--- config.mk ---
export PLATFORM = sky130hd
export DESIGN_NAME = envelope_follower_trigger_top
export DESIGN_NICKNAME = d
export VERILOG_FILES = /design/src/sv/efl_pkg.sv /design/src/sv/efl_regs.sv /design/src/sv/efl_core.sv /design/src/sv/envelope_follower_trigger_top.sv
export SDC_FILE = /design/constraint.sdc
export NUM_CORES = 1
export LEC_CHECK = 0
export BUFFER_PORTS_ARGS = -buffer_cell sky130_fd_sc_hd__buf_2
export CORE_AREA = 2 2 200 202
export DETAILED_ROUTE_END_ITERATION = 6
export DIE_AREA = 0 0 202 204
export GPL_TIMING_DRIVEN = 0
export PLACE_DENSITY = 0.81
export SYNTH_ARGS = -nofsm -noshare
export SYNTH_HDL_FRONTEND = slang
export SYNTH_SLANG_ARGS = --single-unit
--- constraint.sdc ---
create_clock -name i_clk -period 13.7 [get_ports i_clk]
set_input_delay 2.74 -clock i_clk [delete_from_list [all_inputs] [get_ports i_clk]]
set_output_delay 2.74 -clock i_clk [all_outputs]
set_load 0.02 [all_outputs]
--- src/sv/efl_pkg.sv ---
`timescale 1ns / 1ps

package efl_pkg;

    localparam int SAMPLE_W = 16;
    localparam int COEFF_W  = 16;
    localparam int ENV_W    = 24;
    localparam int HOLD_W   = 16;
    localparam int ADDR_W   = 4;
    localparam int DATA_W   = 32;

    // register reset values
    localparam logic [COEFF_W-1:0] ATTACK_RST    = 16'd65082;
    localparam logic [COEFF_W-1:0] RELEASE_RST   = 16'd65527;
    localparam logic [15:0]        THRESHOLD_RST = 16'd4096;
    localparam logic [HOLD_W-1:0]  HOLDOFF_RST   = 16'd5760;

    // thresholds at or below this never fire
    localparam logic [15:0] THR_FLOOR = 16'd32;

    // register index (word address)
    typedef enum logic [1:0] {
        REG_ATTACK    = 2'd0,
        REG_RELEASE   = 2'd1,
        REG_THRESHOLD = 2'd2,
        REG_HOLDOFF   = 2'd3
    } t_reg_idx;

    typedef struct packed {
        logic [COEFF_W-1:0] attack_coeff;
        logic [COEFF_W-1:0] release_coeff;
        logic [15:0]        threshold_level;
        logic [HOLD_W-1:0]  holdoff_samples;
    } t_cfg;

    typedef struct packed {
        logic        fire;
        logic [15:0] envelope_level;
        logic        latched;
    } t_result;

    // magnitude of a signed sample, -32768 gives 32768
    function automatic logic [SAMPLE_W-1:0] f_mag(input logic signed [SAMPLE_W-1:0] s);
        logic [SAMPLE_W-1:0] m;
        begin
            if (s[SAMPLE_W-1]) begin
                m = (~s) + 1'b1;
            end else begin
                m = s;
            end
            return m;
        end
    endfunction

endpackage

--- src/sv/efl_regs.sv ---
`timescale 1ns / 1ps

module efl_regs (
    input  logic                        i_clk,
    input  logic                        i_rst_n,
    input  logic                        psel,
    input  logic                        penable,
    input  logic                        pwrite,
    input  logic [efl_pkg::ADDR_W-1:0]  paddr,
    input  logic [efl_pkg::DATA_W-1:0]  pwdata,
    output logic [efl_pkg::DATA_W-1:0]  prdata,
    output logic                        pready,
    output efl_pkg::t_cfg               o_cfg
);

    efl_pkg::t_cfg     r_cfg;
    efl_pkg::t_reg_idx w_idx;
    logic              w_wr;

    assign w_idx  = efl_pkg::t_reg_idx'(paddr[3:2]);
    assign w_wr   = psel && penable && pwrite;
    assign pready = 1'b1;
    assign o_cfg  = r_cfg;

    always_ff @(posedge i_clk) begin
        if (!i_rst_n) begin
            r_cfg.attack_coeff    <= efl_pkg::ATTACK_RST;
            r_cfg.release_coeff   <= efl_pkg::RELEASE_RST;
            r_cfg.threshold_level <= efl_pkg::THRESHOLD_RST;
            r_cfg.holdoff_samples <= efl_pkg::HOLDOFF_RST;
        end else if (w_wr) begin
            case (w_idx)
                efl_pkg::REG_ATTACK:    r_cfg.attack_coeff    <= pwdata[15:0];
                efl_pkg::REG_RELEASE:   r_cfg.release_coeff   <= pwdata[15:0];
                efl_pkg::REG_THRESHOLD: r_cfg.threshold_level <= pwdata[15:0];
                efl_pkg::REG_HOLDOFF:   r_cfg.holdoff_samples <= pwdata[15:0];
                default: ;
            endcase
        end
    end

    always_comb begin
        case (w_idx)
            efl_pkg::REG_ATTACK:    prdata = {16'd0, r_cfg.attack_coeff};
            efl_pkg::REG_RELEASE:   prdata = {16'd0, r_cfg.release_coeff};
            efl_pkg::REG_THRESHOLD: prdata = {16'd0, r_cfg.threshold_level};
            efl_pkg::REG_HOLDOFF:   prdata = {16'd0, r_cfg.holdoff_samples};
            default:                prdata = '0;
        endcase
    end

endmodule

--- src/sv/efl_core.sv ---
`timescale 1ns / 1ps

module efl_core (
    input  logic                          i_clk,
    input  logic                          i_rst_n,
    input  logic                          i_step,
    input  logic [efl_pkg::SAMPLE_W-1:0]  i_mag,
    input  efl_pkg::t_cfg                 i_cfg,
    output efl_pkg::t_result              o_res
);

    logic [efl_pkg::ENV_W-1:0]   r_env;
    logic                        r_latched;
    logic [efl_pkg::HOLD_W-1:0]  r_holdoff;
    efl_pkg::t_result            r_res;

    logic [efl_pkg::ENV_W-1:0]   w_x;
    logic [efl_pkg::COEFF_W-1:0] w_c;
    logic signed [24:0]          w_diff;
    logic signed [41:0]          w_prod;
    logic signed [41:0]          w_acc;
    logic [efl_pkg::ENV_W-1:0]   n_env;
    logic [efl_pkg::HOLD_W-1:0]  w_hold_dec;
    logic                        w_rearm;
    logic                        w_latch_mid;
    logic                        n_fire;
    logic                        n_latched;
    logic [efl_pkg::HOLD_W-1:0]  n_holdoff;

    // x = magnitude in Q1.23
    assign w_x = {i_mag, 8'd0};
    assign w_c = (w_x > r_env) ? i_cfg.attack_coeff : i_cfg.release_coeff;

    // c*env + (1-c)*x folded into x + c*(env - x), one multiplier
    assign w_diff = $signed({1'b0, r_env}) - $signed({1'b0, w_x});
    assign w_prod = $signed({1'b0, w_c}) * w_diff;
    assign w_acc  = $signed({2'b00, w_x, 16'd0}) + w_prod + $signed(42'd32768);
    assign n_env  = w_acc[39:16];

    assign w_hold_dec  = (r_holdoff != '0) ? (r_holdoff - 1'b1) : r_holdoff;
    assign w_rearm     = n_env < {2'b00, i_cfg.threshold_level, 6'd0};
    assign w_latch_mid = r_latched && !w_rearm;

    assign n_fire = !w_latch_mid
                 && (i_cfg.threshold_level > efl_pkg::THR_FLOOR)
                 && (n_env >= {i_cfg.threshold_level, 8'd0})
                 && (w_hold_dec == '0);
    assign n_latched = w_latch_mid || n_fire;
    assign n_holdoff = n_fire ? i_cfg.holdoff_samples : w_hold_dec;

    always_ff @(posedge i_clk) begin
        if (!i_rst_n) begin
            r_env     <= '0;
            r_latched <= 1'b0;
            r_holdoff <= '0;
            r_res     <= '0;
        end else if (i_step) begin
            r_env                <= n_env;
            r_latched            <= n_latched;
            r_holdoff            <= n_holdoff;
            r_res.fire           <= n_fire;
            r_res.envelope_level <= n_env[23:8];
            r_res.latched        <= n_latched;
        end
    end

    assign o_res = r_res;

    a_fire_latches: assert property (@(posedge i_clk) disable iff (!i_rst_n)
        r_res.fire |-> r_res.latched)
        else $error("fire without latch");

    a_env_range: assert property (@(posedge i_clk) disable iff (!i_rst_n)
        r_env <= 24'h800000)
        else $error("envelope above full scale");

    a_fire_reload: assert property (@(posedge i_clk) disable iff (!i_rst_n)
        (i_step && n_fire) |=> (r_holdoff == $past(i_cfg.holdoff_samples)))
        else $error("hold-off not reloaded on fire");

    a_state_hold: assert property (@(posedge i_clk) disable iff (!i_rst_n)
        !i_step |=> ($stable(r_env) && $stable(r_holdoff) && $stable(r_latched)))
        else $error("state moved without an item");

endmodule

--- src/sv/envelope_follower_trigger_top.sv ---
`timescale 1ns / 1ps

// channel   | handshake                | payload
// ----------+--------------------------+----------------------------------------
// input     | i_in_valid / o_in_ready  | i_sample
// output    | o_out_valid / i_out_ready| o_fire, o_envelope_level, o_latched
// config    | psel penable pwrite      | paddr, pwdata, prdata (pready tied high)
//
// one item per cycle unless the output stalls; input register, then result register
// the envelope multiply-add and trigger compares are combinational inside the state loop
// reset is synchronous, active low: envelope, latch and hold-off cleared, registers to defaults
// an output stall holds the result register; the input register still takes one more item

module envelope_follower_trigger_top (
    input  logic                         i_clk,
    input  logic                         i_rst_n,
    // input item
    input  logic                         i_in_valid,
    output logic                         o_in_ready,
    input  logic signed [15:0]           i_sample,
    // result item
    output logic                         o_out_valid,
    input  logic                         i_out_ready,
    output logic                         o_fire,
    output logic [15:0]                  o_envelope_level,
    output logic                         o_latched,
    // register port
    input  logic                         psel,
    input  logic                         penable,
    input  logic                         pwrite,
    input  logic [efl_pkg::ADDR_W-1:0]   paddr,
    input  logic [efl_pkg::DATA_W-1:0]   pwdata,
    output logic [efl_pkg::DATA_W-1:0]   prdata,
    output logic                         pready
);

    efl_pkg::t_cfg                 w_cfg;
    efl_pkg::t_result              w_res;

    logic                          r_s1_valid;
    logic [efl_pkg::SAMPLE_W-1:0]  r_mag;
    logic                          r_out_valid;
    logic                          w_adv;
    logic                          w_step;

    // result register free, or being emptied this cycle
    assign w_adv      = !r_out_valid || i_out_ready;
    assign w_step     = r_s1_valid && w_adv;
    assign o_in_ready = !r_s1_valid || w_adv;

    // input register: rectified sample
    always_ff @(posedge i_clk) begin
        if (!i_rst_n) begin
            r_s1_valid <= 1'b0;
        end else if (o_in_ready) begin
            r_s1_valid <= i_in_valid;
        end
    end

    always_ff @(posedge i_clk) begin
        if (o_in_ready && i_in_valid) begin
            r_mag <= efl_pkg::f_mag(i_sample);
        end
    end

    // result register valid
    always_ff @(posedge i_clk) begin
        if (!i_rst_n) begin
            r_out_valid <= 1'b0;
        end else if (w_adv) begin
            r_out_valid <= r_s1_valid;
        end
    end

    efl_regs u_regs (
        .i_clk   (i_clk),
        .i_rst_n (i_rst_n),
        .psel    (psel),
        .penable (penable),
        .pwrite  (pwrite),
        .paddr   (paddr),
        .pwdata  (pwdata),
        .prdata  (prdata),
        .pready  (pready),
        .o_cfg   (w_cfg)
    );

    // envelope follower, hold-off and trigger state; holds the result register
    efl_core u_core (
        .i_clk   (i_clk),
        .i_rst_n (i_rst_n),
        .i_step  (w_step),
        .i_mag   (r_mag),
        .i_cfg   (w_cfg),
        .o_res   (w_res)
    );

    assign o_out_valid      = r_out_valid;
    assign o_fire           = w_res.fire;
    assign o_envelope_level = w_res.envelope_level;
    assign o_latched        = w_res.latched;

    a_ready_when_empty: assert property (@(posedge i_clk) disable iff (!i_rst_n)
        !r_out_valid |-> o_in_ready)
        else $error("input blocked with empty result register");

    a_s1_held: assert property (@(posedge i_clk) disable iff (!i_rst_n)
        (r_s1_valid && !w_adv) |=> (r_s1_valid && $stable(r_mag)))
        else $error("pending item lost in input register");

    a_step_fills: assert property (@(posedge i_clk) disable iff (!i_rst_n)
        w_step |=> r_out_valid)
        else $error("result register not filled after step");

endmodule

==> impl_metrics.toml, run 1 <==
[critical_path]
timing.rr.end = "u_core.r_holdoff[5]"
crit_family = "adder cells"
crit_path_top_delay_cell = "mux2i_4"
r2r_cells = 45
crit_fanout = 10
cp.required_ns = 14.05
cp.buffers_inverters = 12
critical_path_class = "reg -> reg"
cpPeakStageDelay_ns = 0.66
rrSetupSlack_ns = 0.47
r2r-start = "r_mag[4]"
cpMostUsedCell = "fa_1"
cp-start-kind = "flip-flop"
cp.arrival_ns = 13.58
endpoint_kind = "flip-flop"

[min_path]
hp-class = "reg -> reg"
min_path_cells = 2
hold_path.startpoint = "u_core.o_res[17]"
hold_end = "u_core.o_res[17]"

[yosys]
synth-edff-count = 16
syn_area_um2 = 22890
synth_top_area_share_pct = 35.25
yosysUniqueCellTypes = 76
synthTopCellsByArea = "fa_1 35%, inv_1 9.7%, dfxtp_1 9.4%, ha_1 9.0%, nand2_1 5.5%"
yosys_warnings = 0
yosys.area.top_type = "fa_1"
ys_seq_elements = 124
synth_seq_area_share_pct = 11.54
syn_avg_cell_area_um2 = 8.579
yosys.cell_count.top_type = "inv_1"
yosys-top-cells-count = "592 x inv_1, 403 x fa_1, 333 x nand2_1"
async_reset_ff_share_pct = 0
netlist_instances = 2668
ys.flop_type = "dfxtp_1"

[drt]
ant_nets = 0
drtIter0Drc = 1846
routed_via_density = 5.708
routed-via-count = 18950
dr.pass1.iters = 7
wl_per_cell_um = 20.14
wirelength_mm = 66.87
drc = 4

[grt]
use_met2_pct = 54.34
grt_max_degree = 17
grtUsageMet3_pct = 6.888
grt_first_pass_wirelength_mm = 105.2
grt_overflow = 0
grt_pass1_vias = 19350
use_met1_pct = 43.57
grt_most_used_layer = "met2"
antenna_found_initial = 3
track_usage_pct = 33.49

[sta]
rsz0062_at_grt = "no"
finClkSkew_ns = 0.01553
timing.slew.headroom_pct = 3.487
slew_violations = 0
finalCriticalPeriod_ns = 13.23
finalHoldViolations = 0
finalSetupViolCount = 0
fin_crit_sh_pct = 96.57
tightest_slew_ns = 1.437
fin_setup_tns_ns = 0
max_freq_mhz = 75.58

[placed_design]
globalplace.congestion = 1.011
place_area_um2 = 23980
place.port_buffers = 75
dp_hpwl_mm = 55.13
post-place-cells = 3283

[floorplanning]
die-area_um2 = 41210
initial_core_util_pct = 58.42
fp.dieW_um = 202
num_io_pins = 112
die_h_um = 204
row_count = 73
core_um2 = 39180

[layout]
final_util_pct = 62.75
n_fill_cell = 3248
stdcell_count = 3320
final_area_um2 = 24590
final_nets = 3402
drive_gt1_share_pct = 7.565
area_delta_synth_final_pct = 7.412

[outcome]
status = "complete, but fails checks"
violations = "design-rule violations"

[clocking]
htreeDepth = 4
cts_root_buf = "clkbuf_16"
clock-sinks = 124
cts_tree = "built"
clock_latency_ns = 0.43
cts_buffers = 17
cts_max_path_buffers = 2
clk_pin_slew_ns = 0.06

[flow_run]
drv_cap = 0
-- placed cells by master, fill, tap and decap left out, types with 7 or more instances in the layout --
master / n
inv_1: 592
fa_1: 403
nand2_1: 333
nor2_1: 167
ha_1: 164
dfxtp_1: 108
buf_2: 87
nor2b_1: 81
nand3_1: 76
clkbuf_1: 75
a21oi_1: 69
and2_1: 68
xnor2_1: 56
o21ai_0: 55
a21boi_0: 35
buf_4: 33
nand2b_1: 32
a21o_1: 25
xor2_1: 23
conb_1: 17
clkbuf_16: 17
mux2i_1: 16
mux4_2: 16
edfxtp_1: 16
nand4_1: 15
nor3_1: 15
a31oi_1: 14
and3_1: 13
mux2_2: 11
o21a_1: 10
nor4_1: 10
o211ai_1: 8
buf_1: 7
or3_1: 7
-- registers in the layout (all words and copies together) (netlist names) --
register	count
u_regs.o_cfg	64
r_mag	16
u_core.r_env	8
r_s1_valid	1
o_out_valid	1
u_core.o_res	18
u_core.r_holdoff	16
-- metrics by stage --
step	hold slack, ns	setup WS [ns]
after CTS	0.4701	0.2737
after global routing	0.4868	0.007099
after detailed placement	0.4596	0.1068
final	0.4653	0.4695
after floorplan	0.4384	3.097
after global placement	0.4517	-0.1668
-- per-layer routing --
metal	up-vias	share of wire, %
met1	9316	38
met2	1110	47
met3	164	11
li1	8361	-
met4	0	3.9
met5	-	0
-- repair_timing --
action | in CTS | in global routing
setup endpoints to repair | 1 | 18
hold buffers | 0 | 0
gates resized for setup | 1 | 11
setup buffers | 0 | 0
-- how the worst max path moves through the flow --
stage	startpoint	endpoint	slack (ns)	cells after the start
CTS	r_mag[4]	u_core.r_holdoff[5]	0.27	43
finish	r_mag[4]	u_core.r_holdoff[5]	0.47	45
global placement	r_mag[4]	u_core.r_holdoff[5]	-0.17	43
floorplan	r_mag[7]	u_core.r_holdoff[8]	3.10	50
global route	r_mag[8]	u_core.r_holdoff[5]	0.007	46
detailed placement	r_mag[4]	u_core.r_holdoff[5]	0.11	43
-- cells by family after synthesis --
| logic type | Yosys count | share of synthesized area (%) |
|---|---|---|
| AO/OA/AOI/OAI | 279 | 8.128 |
| XOR/XNOR | 80 | 3.094 |
| adder cells (fa/ha/maj) | 567 | 44.21 |
| buffers and inverters | 723 | 12.50 |
| flip-flops | 124 | 11.54 |
| multiplexers | 46 | 2.946 |
| other | 2 | 0.03281 |
| AND/OR/NAND/NOR | 847 | 17.55 |
-- worst reg2reg max path, delay by kind of cell (launching register included) --
kind,cells,cell delay [ns]
AOI/OAI and AO/OA,12,3.38
and+or+nand+nor,10,2.12
xor gates and xnor gates,1,0.20
adders and majority gates,9,4.00
muxes,1,0.66
buffers and inverters,12,2.50
DFF,1,0.33
-- final cells by class --
class	instances	area [µm²]	share of cell area [%]
Multi-Input combinational cell	1836	17470	71.06
Sequential cell	124	2643	10.75
Inverter	592	2222	9.038
Tap cell	525	656.9	2.672
Buffer	130	638.1	2.595
Clock buffer	18	429.2	1.746
Timing Repair Buffer	75	375.4	1.527
Clock inverter	14	135.1	0.5496
Antenna cell	6	15.01	0.06107
Power of run 1 is not shown: default switching activity piles up to over one toggle a cycle in this logic, so the estimate is an artifact.
==> run 2, diff against run 1 <==
--- a/config.mk
+++ b/config.mk
@@ -6,11 +6,12 @@
 export NUM_CORES = 1
 export LEC_CHECK = 0
 export BUFFER_PORTS_ARGS = -buffer_cell sky130_fd_sc_hd__buf_2
-export CORE_AREA = 2 2 200 202
+export CORE_AREA = 2 2 203 205
 export DETAILED_ROUTE_END_ITERATION = 6
-export DIE_AREA = 0 0 202 204
+export DIE_AREA = 0 0 205 207
 export GPL_TIMING_DRIVEN = 0
-export PLACE_DENSITY = 0.81
+export PLACE_DENSITY = 0.8
 export SYNTH_ARGS = -nofsm -noshare
 export SYNTH_HDL_FRONTEND = slang
+export SYNTH_HIERARCHICAL = 1
 export SYNTH_SLANG_ARGS = --single-unit
==> run 2 against run 1 <==
The flow still finishes with violations (design-rule violations). Via count increased by 3.9%. Hold slack hardly changed. Die area grew 3.0%. Largest cell class unchanged.
==> impl_metrics.toml, run 2 <==
[layout]
final_nets = 3399
drive_gt1_share_pct = 9.045
area_delta_synth_final_pct = 8.075
final_common_cell = "inv_1"
diodes = 0
largest_reg_flops = 64
final_cell_mix = "577 x inv_1, 403 x fa_1, 248 x nand2_1"

[clocking]
cts_max_path_buffers = 2
htreeDepth = 4
clock_latency_ns = 0.43
cts_root_buf = "clkbuf_16"
cts_buffers = 17
cts_tree = "built"
clk_pin_slew_ns = 0.06
clock-sinks = 124
holdBufCountCts = 0

[floorplanning]
die_h_um = 207
row_count = 74
core_um2 = 40370
num_io_pins = 112
initial_core_util_pct = 58.08
die-area_um2 = 42440
fp.dieW_um = 205

[grt]
grt_pass1_vias = 20490
grt_first_pass_wirelength_mm = 111.1
track_usage_pct = 34.21
antenna_found_initial = 2
grt_max_degree = 17
grt_overflow = 0

[sta]
finClkSkew_ns = 0.01119
finalHoldViolations = 0
finalSetupViolCount = 0
slew_violations = 0
hold_slack_ns = 0.4658
max_freq_mhz = 74.78
fin_crit_sh_pct = 97.61
finalCriticalPeriod_ns = 13.37
fin_ws_ns = 0.3275
timing.slew.headroom_pct = 4.901
fin_setup_tns_ns = 0
tightest_slew_ns = 1.416
rsz0062_at_grt = "no"

[critical_path]
cp.required_ns = 14.03
critical_path_class = "reg -> reg"
rrSetupSlack_ns = 0.33
cpMostUsedCell = "fa_1"
cp-start-kind = "flip-flop"
cp.arrival_ns = 13.71
endpoint_kind = "flip-flop"
crit_path_top_delay_cell = "fa_1"
crit_fanout = 10
cpPeakStageDelay_ns = 0.69

[placed_design]
pre_cts_slack_ns = -0.5462
globalplace.congestion = 1.046
place.port_buffers = 76
dp_hpwl_mm = 57.61

[yosys]
netlist_instances = 2653
async_reset_ff_share_pct = 0
yosys-top-cells-count = "578 x inv_1, 403 x fa_1, 249 x nand2_1"
syn_area_um2 = 23440
synthTopCellsByArea = "fa_1 34%, inv_1 9.3%, dfxtp_1 9.2%, ha_1 8.8%, nand2_1 4.0%"
yosys.area.top_type = "fa_1"
synth_seq_area_share_pct = 11.27
syn_avg_cell_area_um2 = 8.837
yosys_warnings = 6
yosysUniqueCellTypes = 84
synthAdderAreaFrac_pct = 43.16
synth_top_family_by_area = "adder cells"
synth-xor-area-share_pct = 2.754
synth-edff-count = 16
yosys.cell_count.top_type = "inv_1"
ys.flop_type = "dfxtp_1"
synth_compound_area_share_pct = 8.651
ys_seq_elements = 124
synth_top_area_share_pct = 34.41
synth-simple-area-share_pct = 15.80
muxShareOfSynthArea_pct = 6.084

[outcome]
violations = "design-rule violations"
status = "complete, but fails checks"

[drt]
drtIter0Drc = 2017
wirelength_mm = 70.50
routed_via_density = 5.932
ant_nets = 0
routed-via-count = 19680
drc = 30
top_layer = "met4"
dr.pass1.iters = 7
wl_per_cell_um = 21.25
wl_met1_mm = 25.48
wl_met3_mm = 7.473
wl_met2_mm = 32.07

[min_path]
hp-class = "reg -> reg"

[flow_run]
drv_cap = 0
-- run 2: what timing repair did --
item | 4_1_cts | 5_1_grt
hold endpoints to repair | 0 | 0
gates resized for setup | 4 | 34
buffers inserted | 0 | 9
pin swaps | 0 | 2
endpoints found under the setup margin | 17 | 17
-- run 2: critical path: cells and delay by family, from the launching register on --
family / cells / cell delay, ns
muxes: 1 / 0.60
and+or+nand+nor: 12 / 3.53
buffers and inverters: 9 / 1.49
xor gates and xnor gates: 1 / 0.42
AOI/OAI and AO/OA: 7 / 2.26
adders and majority gates: 9 / 4.49
DFF: 1 / 0.43
-- run 2: cell families after synthesis --
logic type | count (synthesis)
AO/OA/AOI/OAI | 286
XOR/XNOR | 72
adder cells (fa/ha/maj) | 567
buffers and inverters | 711
flip-flops | 124
multiplexers | 121
other | 2
AND/OR/NAND/NOR | 770
-- run 2: per-layer routing --
metal / vias to the layer above / track usage [%]
met5: - / 0
met4: 0 / 21.11
met3: 308 / 7.190
met2: 1187 / 53.80
met1: 9687 / 43.19
li1: 8502 / -
-- run 2: worst paths after layout --
check,endpoint,startpoint,cells past startpoint
setup / recovery,u_core/r_holdoff[13],r_mag[11],39
hold / removal,u_core/o_res[17],u_core/o_res[17],2
setup reg to reg,u_core/r_holdoff[13],r_mag[11],39
hold reg to reg,u_core/o_res[17],u_core/o_res[17],2
-- run 2: final cells by class --
| cell class | count | area [µm²] |
|---|---|---|
| well taps | 532 | 665.6 |
| plain buffers | 130 | 703.2 |
| clock buffers | 18 | 439.2 |
| flip-flops and latches | 124 | 2643 |
| multi-input cells | 1833 | 18080 |
| fillers | 3325 | 15030 |
| clock inverters | 14 | 133.9 |
| inverters | 579 | 2177 |
| repair buffers | 88 | 494.2 |
-- run 2: per-stage QoR --
stage,std cells,area (µm²),util [%]
2_1_floorplan,2668,23500,-
3_3_place_gp,3276,24550,60.81
3_5_place_dp,3278,24590,60.91
4_1_cts,3310,25180,62.37
5_1_grt,3318,25340,62.77
6_report,3318,25340,62.77
Power of run 2 is left out for the same reason.
